$ cat src/rtl/core/frm_pkg.sv
// Shared constants, types and state encoding for the frame rate meter.
// Used by every module of the block; depends on nothing else.
package frm_pkg;

   localparam int RING_DEPTH  = 10;
   localparam int RING_SLOT_W = (RING_DEPTH > 1) ? $clog2(RING_DEPTH) : 1;
   localparam int RATE_W      = 24;
   localparam int RING_SUM_W  = RATE_W + RING_SLOT_W;
   localparam int FRAC_W      = 8;

   localparam int STAMP_W = 64;
   localparam int SUM_W   = STAMP_W + 1;
   localparam int DELTA_W = 32;
   localparam int TOTAL_W = 48;
   localparam int HALF_W  = 33;
   localparam int COUNT_W = 32;
   localparam int SHOWN_W = 16;
   localparam int TICK_W  = 32;

   localparam int REQ_DATA_W = 64;
   localparam int RSP_DATA_W = 200;
   localparam int RSP_USER_W = 1;

   localparam int CSR_ADDR_W = 3;
   localparam int CSR_DATA_W = 32;

   localparam int DIV_Q_W   = RATE_W;
   localparam int DIV_R_W   = TOTAL_W;
   localparam int DIV_CNT_W = $clog2(DIV_Q_W + 1);

   localparam int MUL_W     = 32;
   localparam int MUL_CNT_W = $clog2(MUL_W + 1);

   localparam logic [TOTAL_W-1:0] TOTAL_MAX = '1;
   localparam logic [HALF_W-1:0]  HALF_MAX  = '1;
   localparam logic [COUNT_W-1:0] COUNT_MAX = '1;

   localparam logic [DIV_R_W-1:0] SHOWN_DIVISOR = DIV_R_W'(RING_DEPTH * (1 << FRAC_W));
   localparam logic [TICK_W-1:0]  TICK_RATE_RESET = TICK_W'(10000000);
   localparam logic               PAUSED_RESET    = 1'b1;

   typedef enum logic [0:0] {
      REG_TICK_RATE = 1'b0,
      REG_PAUSED    = 1'b1
   } csr_index_type;

   typedef enum logic [3:0] {
      ST_IDLE,
      ST_DELTA,
      ST_RATE_GO,
      ST_RATE_WAIT,
      ST_RING,
      ST_HALF,
      ST_SHOWN_WAIT,
      ST_MUL_GO,
      ST_MUL_WAIT,
      ST_OVR_GO,
      ST_OVR_WAIT,
      ST_DONE
   } fsm_state_type;

   typedef struct packed {
      logic               start;
      logic [DIV_R_W-1:0] num_hi;
      logic [DIV_Q_W-1:0] num_lo;
      logic [DIV_R_W-1:0] den;
   } div_req_type;

   typedef struct packed {
      logic               done;
      logic [DIV_Q_W-1:0] quot;
   } div_rsp_type;

   typedef struct packed {
      logic             start;
      logic [MUL_W-1:0] a;
      logic [MUL_W-1:0] b;
   } mul_req_type;

   typedef struct packed {
      logic               done;
      logic [2*MUL_W-1:0] prod;
   } mul_rsp_type;

endpackage

$ cat src/rtl/core/frm_div.sv
// Bit-serial restoring divider with a saturating 24-bit quotient.
// Depends on frm_pkg for widths and the request and response structs.
module frm_div import frm_pkg::*; (
   input  logic        clock,
   input  logic        reset,
   input  div_req_type div_req,
   output div_rsp_type div_rsp
);

   logic [DIV_R_W-1:0]   rem_ff, rem_in;
   logic [DIV_R_W-1:0]   den_ff, den_in;
   logic [DIV_Q_W-1:0]   quo_ff, quo_in;
   logic [DIV_CNT_W-1:0] cnt_ff, cnt_in;
   logic                 busy_ff, busy_in;
   logic                 done_ff, done_in;
   logic [DIV_R_W:0]     trial;
   logic [DIV_R_W:0]     diff;

   always_comb begin
      trial   = {rem_ff, quo_ff[DIV_Q_W-1]};
      diff    = trial - {1'b0, den_ff};
      rem_in  = rem_ff;
      den_in  = den_ff;
      quo_in  = quo_ff;
      cnt_in  = cnt_ff;
      busy_in = busy_ff;
      done_in = 1'b0;
      if (div_req.start) begin
         den_in = div_req.den;
         cnt_in = DIV_CNT_W'(DIV_Q_W);
         // A quotient that would not fit, division by zero included, saturates.
         if (div_req.num_hi >= div_req.den) begin
            rem_in  = '0;
            quo_in  = '1;
            busy_in = 1'b0;
            done_in = 1'b1;
         end else begin
            rem_in  = div_req.num_hi;
            quo_in  = div_req.num_lo;
            busy_in = 1'b1;
         end
      end else if (busy_ff) begin
         if (!diff[DIV_R_W]) begin
            rem_in = diff[DIV_R_W-1:0];
            quo_in = {quo_ff[DIV_Q_W-2:0], 1'b1};
         end else begin
            rem_in = trial[DIV_R_W-1:0];
            quo_in = {quo_ff[DIV_Q_W-2:0], 1'b0};
         end
         cnt_in = cnt_ff - 1'b1;
         if (cnt_ff == DIV_CNT_W'(1)) begin
            busy_in = 1'b0;
            done_in = 1'b1;
         end
      end
   end

   always_ff @(posedge clock) begin
      if (reset) begin
         cnt_ff  <= '0;
         busy_ff <= 1'b0;
         done_ff <= 1'b0;
      end else begin
         cnt_ff  <= cnt_in;
         busy_ff <= busy_in;
         done_ff <= done_in;
      end
   end

   always_ff @(posedge clock) begin
      rem_ff <= rem_in;
      den_ff <= den_in;
      quo_ff <= quo_in;
   end

   assign div_rsp.done = done_ff;
   assign div_rsp.quot = quo_ff;

endmodule

$ cat src/rtl/core/frm_mul.sv
// Bit-serial shift-and-add multiplier, one multiplier bit per cycle.
// Depends on frm_pkg for widths and the request and response structs.
module frm_mul import frm_pkg::*; (
   input  logic        clock,
   input  logic        reset,
   input  mul_req_type mul_req,
   output mul_rsp_type mul_rsp
);

   logic [2*MUL_W-1:0] prod_ff, prod_in;
   logic [MUL_W-1:0]   mcand_ff, mcand_in;
   logic [MUL_CNT_W-1:0] cnt_ff, cnt_in;
   logic               busy_ff, busy_in;
   logic               done_ff, done_in;
   logic [MUL_W:0]     sum;

   always_comb begin
      sum      = {1'b0, prod_ff[2*MUL_W-1:MUL_W]}
               + (prod_ff[0] ? {1'b0, mcand_ff} : {(MUL_W+1){1'b0}});
      prod_in  = prod_ff;
      mcand_in = mcand_ff;
      cnt_in   = cnt_ff;
      busy_in  = busy_ff;
      done_in  = 1'b0;
      if (mul_req.start) begin
         prod_in  = {{MUL_W{1'b0}}, mul_req.b};
         mcand_in = mul_req.a;
         cnt_in   = MUL_CNT_W'(MUL_W);
         busy_in  = 1'b1;
      end else if (busy_ff) begin
         // The upper half accumulates while the multiplier bits shift out below.
         prod_in = {sum, prod_ff[MUL_W-1:1]};
         cnt_in  = cnt_ff - 1'b1;
         if (cnt_ff == MUL_CNT_W'(1)) begin
            busy_in = 1'b0;
            done_in = 1'b1;
         end
      end
   end

   always_ff @(posedge clock) begin
      if (reset) begin
         cnt_ff  <= '0;
         busy_ff <= 1'b0;
         done_ff <= 1'b0;
      end else begin
         cnt_ff  <= cnt_in;
         busy_ff <= busy_in;
         done_ff <= done_in;
      end
   end

   always_ff @(posedge clock) begin
      prod_ff  <= prod_in;
      mcand_ff <= mcand_in;
   end

   assign mul_rsp.done = done_ff;
   assign mul_rsp.prod = prod_ff;

endmodule

$ cat src/rtl/core/frame_rate_meter.sv
// Frame rate meter: each input beat is a frame tick carrying a 64-bit counter timestamp, and
// each one yields one result beat with frame delta, totals, the shown rate averaged over the
// last ten frames and refreshed every half second, and the overall rate in 16.8 fixed point.
// The block works on one beat at a time: the next beat is taken only after the result of the
// last one has gone to the output register. The time that a beat takes is set by the
// bit-serial divider and the bit-serial multiplier. The divider runs up to three times per
// beat and skips its quotient steps when the quotient saturates. The first beat after reset
// only records its timestamp. A finished result waits in an output register while the next
// beat is taken, and the input stalls only when that next beat is finished before the waiting
// result has left.
// Depends on frm_pkg, frm_div and frm_mul.
module frame_rate_meter import frm_pkg::*; (
   input  logic                  clock,
   input  logic                  reset,
   input  logic                  req_tvalid,
   output logic                  req_tready,
   input  logic [REQ_DATA_W-1:0] req_tdata,   // [63:0] timestamp
   output logic                  rsp_tvalid,
   input  logic                  rsp_tready,
   // [31:0] engine_delta_ticks, [79:32] engine_time_ticks, [111:80] game_delta_ticks,
   // [159:112] game_time_ticks, [175:160] shown_rate, [199:176] overall_rate
   output logic [RSP_DATA_W-1:0] rsp_tdata,
   output logic [RSP_USER_W-1:0] rsp_tuser,   // [0] rate_updated
   input  logic                  csr_psel,
   input  logic                  csr_penable,
   input  logic                  csr_pwrite,
   input  logic [CSR_ADDR_W-1:0] csr_paddr,
   input  logic [CSR_DATA_W-1:0] csr_pwdata,
   output logic [CSR_DATA_W-1:0] csr_prdata,
   output logic                  csr_pready
);

   fsm_state_type state_ff, state_in;

   logic [TICK_W-1:0]     tick_rate_ff, tick_rate_in;
   logic                  paused_ff, paused_in;
   logic [STAMP_W-1:0]    stamp_ff, stamp_in;
   logic [STAMP_W-1:0]    last_stamp_ff, last_stamp_in;
   logic                  seen_ff, seen_in;
   logic [RATE_W-1:0]     ring_ff [RING_DEPTH];
   logic [RING_SLOT_W-1:0] slot_ff, slot_in;
   logic [RING_SUM_W-1:0] ring_sum_ff, ring_sum_in;
   logic [HALF_W-1:0]     half_ff, half_in;
   logic [TOTAL_W-1:0]    engine_ff, engine_in;
   logic [TOTAL_W-1:0]    game_ff, game_in;
   logic [COUNT_W-1:0]    frames_ff, frames_in;
   logic [SHOWN_W-1:0]    latched_ff, latched_in;
   logic [DELTA_W-1:0]    delta_ff, delta_in;
   logic [DELTA_W-1:0]    gdelta_ff, gdelta_in;
   logic [RATE_W-1:0]     rate_ff, rate_in;
   logic [RATE_W-1:0]     overall_ff, overall_in;
   logic                  updated_ff, updated_in;
   logic                  rsp_valid_ff, rsp_valid_in;
   logic [RSP_DATA_W-1:0] rsp_data_ff, rsp_data_in;
   logic [RSP_USER_W-1:0] rsp_user_ff, rsp_user_in;

   logic                  csr_wr;
   csr_index_type         csr_index;
   logic                  half_due;
   logic                  rsp_load;
   logic                  ring_wr;
   logic [STAMP_W-1:0]    full;
   logic [DELTA_W-1:0]    delta_sat;
   logic [SUM_W-1:0]      eng_sum;
   logic [SUM_W-1:0]      game_sum;
   logic [SUM_W-1:0]      half_sum;
   logic [RATE_W-1:0]     old_rate;

   div_req_type div_req;
   div_rsp_type div_rsp;
   mul_req_type mul_req;
   mul_rsp_type mul_rsp;

   frm_div u_div (
      .clock   (clock),
      .reset   (reset),
      .div_req (div_req),
      .div_rsp (div_rsp)
   );

   frm_mul u_mul (
      .clock   (clock),
      .reset   (reset),
      .mul_req (mul_req),
      .mul_rsp (mul_rsp)
   );

   assign csr_wr     = csr_psel && csr_penable && csr_pwrite && csr_pready;
   assign csr_index  = csr_index_type'(csr_paddr[2]);
   assign csr_pready = 1'b1;

   always_comb begin
      unique case (csr_index)
         REG_TICK_RATE: csr_prdata = tick_rate_ff;
         REG_PAUSED:    csr_prdata = {{(CSR_DATA_W-1){1'b0}}, paused_ff};
         default:       csr_prdata = '0;
      endcase
   end

   assign half_due = {half_ff, 1'b0} >= (HALF_W+1)'(tick_rate_ff);
   assign rsp_load = (state_ff == ST_DONE) && (!rsp_valid_ff || rsp_tready);

   // Next state.
   always_comb begin
      state_in = state_ff;
      unique case (state_ff)
         ST_IDLE:       if (req_tvalid) state_in = ST_DELTA;
         ST_DELTA:      state_in = seen_ff ? ST_RATE_GO : ST_MUL_GO;
         ST_RATE_GO:    state_in = ST_RATE_WAIT;
         ST_RATE_WAIT:  if (div_rsp.done) state_in = ST_RING;
         ST_RING:       state_in = ST_HALF;
         ST_HALF:       state_in = half_due ? ST_SHOWN_WAIT : ST_MUL_GO;
         ST_SHOWN_WAIT: if (div_rsp.done) state_in = ST_MUL_GO;
         ST_MUL_GO:     state_in = (frames_ff == '0) ? ST_DONE : ST_MUL_WAIT;
         ST_MUL_WAIT:   if (mul_rsp.done) state_in = ST_OVR_GO;
         ST_OVR_GO:     state_in = ST_OVR_WAIT;
         ST_OVR_WAIT:   if (div_rsp.done) state_in = ST_DONE;
         ST_DONE:       if (rsp_load) state_in = ST_IDLE;
         default:       state_in = ST_IDLE;
      endcase
   end

   // Control outputs and operand selection for the divider and the multiplier.
   always_comb begin
      req_tready     = 1'b0;
      ring_wr        = 1'b0;
      div_req        = '0;
      mul_req        = '0;
      unique case (state_ff)
         ST_IDLE: begin
            req_tready = 1'b1;
         end
         ST_RATE_GO: begin
            div_req.start  = 1'b1;
            div_req.num_hi = DIV_R_W'(tick_rate_ff[TICK_W-1:DIV_Q_W-FRAC_W]);
            div_req.num_lo = {tick_rate_ff[DIV_Q_W-FRAC_W-1:0], {FRAC_W{1'b0}}};
            div_req.den    = DIV_R_W'(delta_ff);
         end
         ST_RING: begin
            ring_wr = 1'b1;
         end
         ST_HALF: begin
            if (half_due) begin
               div_req.start  = 1'b1;
               div_req.num_hi = DIV_R_W'(ring_sum_ff >> DIV_Q_W);
               div_req.num_lo = ring_sum_ff[DIV_Q_W-1:0];
               div_req.den    = SHOWN_DIVISOR;
            end
         end
         ST_MUL_GO: begin
            mul_req.start = (frames_ff != '0);
            mul_req.a     = frames_ff;
            mul_req.b     = tick_rate_ff;
         end
         ST_OVR_GO: begin
            div_req.start  = 1'b1;
            div_req.num_hi = mul_rsp.prod[2*MUL_W-1:DIV_Q_W-FRAC_W];
            div_req.num_lo = {mul_rsp.prod[DIV_Q_W-FRAC_W-1:0], {FRAC_W{1'b0}}};
            div_req.den    = engine_ff;
         end
         default: begin
            req_tready = 1'b0;
         end
      endcase
   end

   // Datapath next values.
   always_comb begin
      full      = stamp_ff - last_stamp_ff;
      delta_sat = (|full[STAMP_W-1:DELTA_W]) ? '1 : full[DELTA_W-1:0];
      eng_sum   = {1'b0, full} + SUM_W'(engine_ff);
      game_sum  = {1'b0, full} + SUM_W'(game_ff);
      half_sum  = {1'b0, full} + SUM_W'(half_ff);
      old_rate  = ring_ff[slot_ff];

      tick_rate_in  = tick_rate_ff;
      paused_in     = paused_ff;
      stamp_in      = stamp_ff;
      last_stamp_in = last_stamp_ff;
      seen_in       = seen_ff;
      slot_in       = slot_ff;
      ring_sum_in   = ring_sum_ff;
      half_in       = half_ff;
      engine_in     = engine_ff;
      game_in       = game_ff;
      frames_in     = frames_ff;
      latched_in    = latched_ff;
      delta_in      = delta_ff;
      gdelta_in     = gdelta_ff;
      rate_in       = rate_ff;
      overall_in    = overall_ff;
      updated_in    = updated_ff;
      rsp_valid_in  = rsp_valid_ff;
      rsp_data_in   = rsp_data_ff;
      rsp_user_in   = rsp_user_ff;

      if (csr_wr) begin
         unique case (csr_index)
            REG_TICK_RATE: tick_rate_in = csr_pwdata[TICK_W-1:0];
            REG_PAUSED:    paused_in    = csr_pwdata[0];
            default:       paused_in    = paused_ff;
         endcase
      end

      if (rsp_tready) begin
         rsp_valid_in = 1'b0;
      end

      unique case (state_ff)
         ST_IDLE: begin
            if (req_tvalid) begin
               stamp_in = req_tdata;
            end
         end
         ST_DELTA: begin
            updated_in    = 1'b0;
            last_stamp_in = stamp_ff;
            seen_in       = 1'b1;
            if (!seen_ff) begin
               delta_in  = '0;
               gdelta_in = '0;
            end else begin
               delta_in  = delta_sat;
               engine_in = (eng_sum >= SUM_W'(TOTAL_MAX)) ? TOTAL_MAX
                                                          : eng_sum[TOTAL_W-1:0];
               half_in   = (half_sum >= SUM_W'(HALF_MAX)) ? HALF_MAX
                                                          : half_sum[HALF_W-1:0];
               frames_in = (frames_ff == COUNT_MAX) ? COUNT_MAX : frames_ff + 1'b1;
               if (paused_ff) begin
                  gdelta_in = '0;
               end else begin
                  gdelta_in = delta_sat;
                  game_in   = (game_sum >= SUM_W'(TOTAL_MAX)) ? TOTAL_MAX
                                                              : game_sum[TOTAL_W-1:0];
               end
            end
         end
         ST_RATE_WAIT: begin
            if (div_rsp.done) begin
               rate_in = div_rsp.quot;
            end
         end
         ST_RING: begin
            ring_sum_in = ring_sum_ff - RING_SUM_W'(old_rate) + RING_SUM_W'(rate_ff);
            slot_in     = (slot_ff == RING_SLOT_W'(RING_DEPTH - 1)) ? '0 : slot_ff + 1'b1;
         end
         ST_HALF: begin
            if (half_due) begin
               half_in    = '0;
               updated_in = 1'b1;
            end
         end
         ST_SHOWN_WAIT: begin
            if (div_rsp.done) begin
               latched_in = div_rsp.quot[SHOWN_W-1:0];
            end
         end
         ST_MUL_GO: begin
            if (frames_ff == '0) begin
               overall_in = '0;
            end
         end
         ST_OVR_WAIT: begin
            if (div_rsp.done) begin
               overall_in = div_rsp.quot;
            end
         end
         ST_DONE: begin
            if (rsp_load) begin
               rsp_valid_in = 1'b1;
               rsp_data_in  = {overall_ff, latched_ff, game_ff, gdelta_ff, engine_ff, delta_ff};
               rsp_user_in  = updated_ff;
            end
         end
         default: begin
            seen_in = seen_ff;
         end
      endcase
   end

   always_ff @(posedge clock) begin
      if (reset) begin
         state_ff      <= ST_IDLE;
         tick_rate_ff  <= TICK_RATE_RESET;
         paused_ff     <= PAUSED_RESET;
         last_stamp_ff <= '0;
         seen_ff       <= 1'b0;
         slot_ff       <= '0;
         ring_sum_ff   <= '0;
         half_ff       <= '0;
         engine_ff     <= '0;
         game_ff       <= '0;
         frames_ff     <= '0;
         latched_ff    <= '0;
         rsp_valid_ff  <= 1'b0;
      end else begin
         state_ff      <= state_in;
         tick_rate_ff  <= tick_rate_in;
         paused_ff     <= paused_in;
         last_stamp_ff <= last_stamp_in;
         seen_ff       <= seen_in;
         slot_ff       <= slot_in;
         ring_sum_ff   <= ring_sum_in;
         half_ff       <= half_in;
         engine_ff     <= engine_in;
         game_ff       <= game_in;
         frames_ff     <= frames_in;
         latched_ff    <= latched_in;
         rsp_valid_ff  <= rsp_valid_in;
      end
   end

   always_ff @(posedge clock) begin
      if (reset) begin
         for (int i = 0; i < RING_DEPTH; i++) begin
            ring_ff[i] <= '0;
         end
      end else if (ring_wr) begin
         ring_ff[slot_ff] <= rate_ff;
      end
   end

   always_ff @(posedge clock) begin
      stamp_ff    <= stamp_in;
      delta_ff    <= delta_in;
      gdelta_ff   <= gdelta_in;
      rate_ff     <= rate_in;
      overall_ff  <= overall_in;
      updated_ff  <= updated_in;
      rsp_data_ff <= rsp_data_in;
      rsp_user_ff <= rsp_user_in;
   end

   assign rsp_tvalid = rsp_valid_ff;
   assign rsp_tdata  = rsp_data_ff;
   assign rsp_tuser  = rsp_user_ff;

endmodule

$ cat config.mk
export PLATFORM = sky130hd
export DESIGN_NAME = frame_rate_meter
export DESIGN_NICKNAME = d
export VERILOG_FILES = /design/src/rtl/core/frm_pkg.sv /design/src/rtl/core/frm_div.sv /design/src/rtl/core/frm_mul.sv /design/src/rtl/core/frame_rate_meter.sv
export SDC_FILE = /design/constraint.sdc
export NUM_CORES = 2
export LEC_CHECK = 0
export BUFFER_PORTS_ARGS = -buffer_cell sky130_fd_sc_hd__buf_2
export CORE_MARGIN = 2
export CORE_UTILIZATION = 46
export DETAILED_ROUTE_END_ITERATION = 8
export PLACE_DENSITY_LB_ADDON = 0.3
export SLEW_MARGIN = 0
export SYNTH_ARGS = -nofsm -noshare
export SYNTH_HDL_FRONTEND = slang
export SYNTH_SLANG_ARGS = --single-unit
$ cat constraint.sdc
create_clock -name clock -period 13.39 [get_ports clock]
set_clock_uncertainty 0.15 [all_clocks]
set_input_delay 1.339 -clock clock [delete_from_list [all_inputs] [get_ports clock]]
set_output_delay 1.339 -clock clock [all_outputs]
set_load 0.02 [all_outputs]
Word-level counts from Yosys, hierarchy flattened
Memories as Yosys holds them, arrays and structs flattened. A register that Yosys moved wholly into a read port is not among the register bits.
Cells that the tools add are included.
{ "word_totals": {"ff_bits": 921, "latchBits": 0, "ram_bits": 240, "romBits": 0, "inputBits": 106, "out_inout_bits": 236, "elab_cells": 181, "n_memories": 1} }
{ "op_classes": {"addsub": 12, "mul": 0, "div": 0, "magnitude_cmp": 5, "n_eq_ne": 24, "n_shift": 0, "muxes": 70, "n_bitwise": 4, "reduce_logical": 30} }
{ "memory_table": {"columns": ["name", "depth", "width", "rd", "rd_ports_with_merged_regs", "wr", "line", "rtl"], "rows": [
  ["ring_ff", 10, 24, 1, 1, 10, "frame_rate_meter.sv:40", "logic [RATE_W-1:0] ring_ff [RING_DEPTH];"]
]} }
{ "op_table": {"columns": ["cell", "count"], "rows": [
  ["$pmux 121 s3", 1],
  ["$mux 48", 6],
  ["$mux 32", 5],
  ["$mux 24", 6],
  ["$add 64x48->65", 2],
  ["$ge 65x48->1 const B", 2],
  ["$mux 121", 1],
  ["$mux 33", 3],
  ["$pmux 33 s2", 1],
  ["$add 64x33->65", 1],
  ["$ge 65x33->1 const B", 1],
  ["$mux 65", 1],
  ["$pmux 32 s2", 1],
  ["$sub 64x64->64", 1],
  ["$sub 49x48->49", 1],
  ["$ge 48x48->1", 1],
  ["$pmux 24 s2", 1],
  ["$pmux 4 s12", 1],
  ["$mux 4", 10],
  ["$ge 34x32->1", 1],
  ["$add 32x32->33", 1],
  ["$add 32x1->32 const B", 1],
  ["$eq 32x32->1 const B", 1],
  ["$logic_not 32->1", 1],
  ["33 further kinds", 94]
]} }

Longest topological paths before layout
{ "depth": {"word_depth": 7, "mapped_depth": 34, "depth_no_buf": 30} }

Cells and area by module
Synthesis repeated with hierarchy kept, for this count alone.
{ "hier_totals": {"hier_cells": 6741, "area_unflattened_um2": 71511.1} }
{ "modules_own_cells": {"columns": ["mod", "n_inst", "cells_each", "area_each_um2", "seq_area_each_um2"], "rows": [
  ["frame_rate_meter", 1, 5213, 56516.7, 29208.0],
  ["frm_div", 1, 1000, 9350.2, 3743.6],
  ["frm_mul", 1, 528, 5644.2, 2722.6]
]} }

Worst setup path before layout
No wires, ideal clock.
{ "synth_timing": {"path_type": "input-to-reg", "start": "in rsp_tready", "end": "reg rsp_data_ff[0] (netlist: rsp_tdata[0]) (enable)", "setup_ns": 0.786, "arrival_time_ns": 10.293, "required_time_ns": 12.454, "path_slack_ns": 2.160, "cell_stages": 2, "path_buffers": 0, "cell_sequence": "nand2b_1 -> nor2b_1"} }
{ "synth_via": {"elab_chain_len": 3} }
{ "synth_lines": {"columns": ["item", "line", "rtl"], "rows": [
  ["start: declaration", "frame_rate_meter.sv:19", "input logic rsp_tready,"],
  ["$logic_or 1x1->1", "frame_rate_meter.sv:101", "assign rsp_load = (state_ff == ST_DONE) && (!rsp_valid_ff || rsp_tready);"],
  ["$logic_and 1x1->1", "frame_rate_meter.sv:101", null],
  ["$reduce_and 2->1 (no source line)", null, null],
  ["end signal: assignment", "frame_rate_meter.sv:330", "rsp_data_ff <= rsp_data_in;"],
  ["end: declaration", "frame_rate_meter.sv:54", "logic [RSP_DATA_W-1:0] rsp_data_ff, rsp_data_in;"]
]} }
Every way passes these cells.
A chain may end at the register's enable or synchronous reset.

Worst setup path after layout
{ "layout_timing": {"start": "reg stamp_ff[4]", "end": "reg engine_ff[1]"} }
{ "layout_via": {"elab_chain_len": 4} }
{ "layout_lines": {"columns": ["item", "line", "rtl"], "rows": [
  ["start: declaration", "frame_rate_meter.sv:37", "logic [STAMP_W-1:0] stamp_ff, stamp_in;"],
  ["start signal: assignment", "frame_rate_meter.sv:324", "stamp_ff <= stamp_in;"],
  ["$sub 64x64->64", "frame_rate_meter.sv:169", "full = stamp_ff - last_stamp_ff;"],
  ["$add 64x48->65", "frame_rate_meter.sv:171", "eng_sum = {1'b0, full} + SUM_W'(engine_ff);"],
  ["$ge 65x48->1", "frame_rate_meter.sv:224", "engine_in = (eng_sum >= SUM_W'(TOTAL_MAX)) ? TOTAL_MAX"],
  ["$mux 48", "frame_rate_meter.sv:224", null],
  ["end signal: assignment", "frame_rate_meter.sv:305", "engine_ff <= engine_in;"],
  ["end: declaration", "frame_rate_meter.sv:44", "logic [TOTAL_W-1:0] engine_ff, engine_in;"]
]} }
Every way passes these cells.

==> summary.md <==
| Metric | Value |
|---|---|
| Outcome | `finished, violations left` |
| Violated checks | `design-rule violations` |
| Main synth FF type | `edfxtp_1` |
| DR iter-0 viols | `5,497` |
| Worst-path clk slew | `0.06 ns` |
| Placed inst area | `between 70,000 and 80,000 um2` |
| Core area | `152,000 um2` |
| LEAKAGE | `~30 nW` |
| Vias | `53,200` |
| CTS-repair resized insts | `0` |
| Vias in the first global route | `51,200` |
| Power per cell area | `232 nW/um2` |
| Clock Tree Buf Depth | `3` |
| Seq/Total Area, Yosys | `between 50% and 60%` |
| CP Data Arrival Time | `8.77 ns` |
| GRT overflow | `0` |
| WS Path Type | `reg2reg` |
| DRT Wirelength | `215,000 um` |
| Cell family with most CP delay | `compound AO/OA/AOI/OAI gates` |
| Antenna violations before repair | `11` |
| Via-per-instance ratio | `5.90` |
| Post-DR wirelength/cell | `23.8 um` |
| Fin. max-slew vios | `0` |
| First-pass GRT wire length | `319,000 um` |
| CTS tree | `built` |
| Syn nets | `7,122` |
| Post-route ant nets | `0` |
| Cell accounting for the most synthesized area | `edfxtp_1` |
| Req. time, crit path | `13.88 ns` |
| Async SR Flop Fraction | `0%` |
| Placer Congestion | `0.966` |
| Pre-Repair DR Iteration Count | `9` |
| Endpoint class of the critical path | `flop` |
| Row count | `143` |
| Number of flops mapped to enable cells by yosys | `about 950` |
| Port bufs | `338` |
| Nets | `between 7,000 and 8,000` |
| #FFs+latches synth | `1,309` |
| Least-Margin Pin Slew | `around 1.2 ns` |
| Largest cells by area after synthesis | `edfxtp_1, dfxtp_1, ha_1, a21oi_1, mux4_2` |
| Inserted Clock Buffers | `roughly 150` |
| Worst setup margin | `5.11 ns` |
| Netlist Area Pre-Place | `about 70,000 um2` |
| Startpoint types | `flop` |
| Final hold slack | `0.262 ns` |
| Syn Area/Cell | `10.7 um2` |
| Power, Total | `~18 mW` |
| Die height | `~390 um` |
| Die Width | `395 um` |
| DP Wirelength | `approximately 150,000 um` |
| Synth top area share | `between 40 and 50%` |
| Hold/Removal Path Class | `reg2reg` |
| Clock root buffer | `clkbuf_16` |
| Slowest CP cell | `nor4_1` |
| Filler instances | `13,300` |
| CP Max Fanout | `46` |
| Maximum VDD drop | `0.190 mV` |
| Fin crit share | `~60%` |
| Post-route cell area | `79,100 um2` |
| Final Hold Vio Count | `0` |
| H-Tree Depth | `4` |
| Post-Synthesis Cells | `6,598` |
| Setup Buffers After CTS | `0` |
| Hold-fix buffers, CTS | `0` |
| TritonCTS sink count | `1,309` |
| Initial Util | `46.3%` |
| Fin crit period | `8.28 ns` |
| DRC | `2` |
| Die area | `156,000 um2` |
| Bufs and invs on worst path | `1` |
| Pre-CTS setup slack | `5.21 ns` |
| Unrepaired setup endpoints after global routing | `false` |
| Setup TNS | `0 ns` |
| I/O pin count | `342` |
| Layout cell share with drive strength beyond 1 | `about an eighth` |
| Largest net degree at the start of global routing | `92` |
| Final setup vio count | `0` |
| Overall Global Routing Usage | `a little over a quarter` |
| Layout area overhead | `12.5%` |
| Fmax | `0.121 GHz` |
| Synth unique cells | `106` |
| Slew HR | `17.5%` |
| Clk Latency, worst-skew pair | `0.81 ns` |
| Max cap viols | `0` |
| Yosys Warn Count | `0` |
| Biggest cell delay along the critical path | `around 0.86 ns` |
layer usage:
layer  global-route usage, %  vias up  part of all wire (%)
met5                   0.554        -                 0.067
met4                    11.1        6                   4.1
met3                    6.73      386                   9.8
met2                    41.9     2296                    45
met1                    36.3    25900                    41
li1                        -    24700                     -
flip-flops by register name (all words and copies together), names as in the netlist, 33 cells and up, named ones only:
register,flops
u_div.den_ff,48
ring_ff,384
stamp_ff,64
rsp_tdata,200
u_div.rem_ff,48
game_ff,48
last_stamp_ff,64
engine_ff,48
half_ff,33
u_mul.prod_ff,64
synthesized netlist by cell type, types with 29 or more instances:
library cell	n
nand2b_1	55
o21ai_0	309
a21oi_1	586
or3_1	40
edfxtp_1	946
xnor2_1	174
o21a_1	74
clkbuf_1	277
dfxtp_1	363
nand2_1	593
a31oi_1	62
inv_1	425
nand4_1	61
mux4_2	120
ha_1	388
a211oi_1	68
or2_2	29
nor3_1	99
o211a_1	32
xor2_1	125
o211ai_1	33
and3_1	55
a22oi_1	33
nand3_1	102
nor2b_1	55
o21bai_1	37
mux2_2	36
nor2_1	550
mux2i_1	83
nor4_1	38
a21o_1	161
fa_1	30
and2_1	184
final timing paths:
path / startpoint / end / slack [ns] / cells after the start
setup / recovery: stamp_ff[4] / engine_ff[1] / 5.11 / 25
hold / removal: gdelta_ff[17] / rsp_tdata[97] / 0.26 / 0
setup reg to reg: stamp_ff[4] / engine_ff[1] / 5.11 / 25
hold reg to reg: gdelta_ff[17] / rsp_tdata[97] / 0.26 / 0
kinds of logic after synthesis:
family | share of synthesized area (%)
AO/OA/AOI/OAI | 14.9
AND/OR/NAND/NOR | 13.2
multiplexers | 5.60
adder cells (fa/ha/maj) | 7.76
other | 0.00533
buffers and inverters | 4.01
XOR/XNOR | 3.75
flip-flops | 50.7
through the flow:
stage / utilization (%) / cells
floorplan: - / 6598
global placement: 48.9 / 8750
detailed placement: 48.9 / 8750
CTS: 52.1 / 9021
global route: 52.1 / 9021
finish: 52.1 / 9023
power by group:
part	internal, mW	switching, mW	total (mW)
Clock	2.31	1.73	4.04
Sequential	5.14	0.527	5.67
Combinational	3.09	5.53	8.62
Total	10.5	7.78	18.3
layout by cell type (no fill, tap or decap), types with 20 or more instances in the layout:
cell / count
a211oi_1: 68
mux2_2: 36
mux2i_1: 83
clkbuf_1: 40
nor3_1: 95
and3_1: 55
o21ai_0: 308
ha_1: 388
o211a_1: 32
xnor2_1: 170
inv_1: 423
nand4_1: 61
xor2_1: 124
clkinv_1: 20
nor4_1: 37
o21bai_1: 37
nand2_1: 584
dfxtp_1: 358
buf_2: 337
edfxtp_1: 946
a21oi_1: 586
a22oi_1: 33
clkbuf_16: 147
buf_4: 97
a21o_1: 161
and2_1: 183
o31ai_1: 24
a222oi_1: 20
nor2b_1: 53
mux4_2: 120
nor2_1: 540
fa_1: 30
nand2b_1: 55
or2_2: 29
o21a_1: 73
a31oi_1: 62
or3_1: 39
nand3_1: 100
o211ai_1: 33
cell type report:
class	instances	area (um2)	share of cell area (%)
Clock inverter	76	885	1.12
Inverter	426	1610	2.03
Antenna cell	2	5.00	0.00633
Clock buffer	195	3940	4.98
Sequential cell	1309	35700	45.1
Timing Repair Buffer	435	2430	3.07
Multi-Input combinational cell	4550	32000	40.5
Tap cell	2030	2540	3.21
No activity file was read; power rests on OpenSTA's default activity.
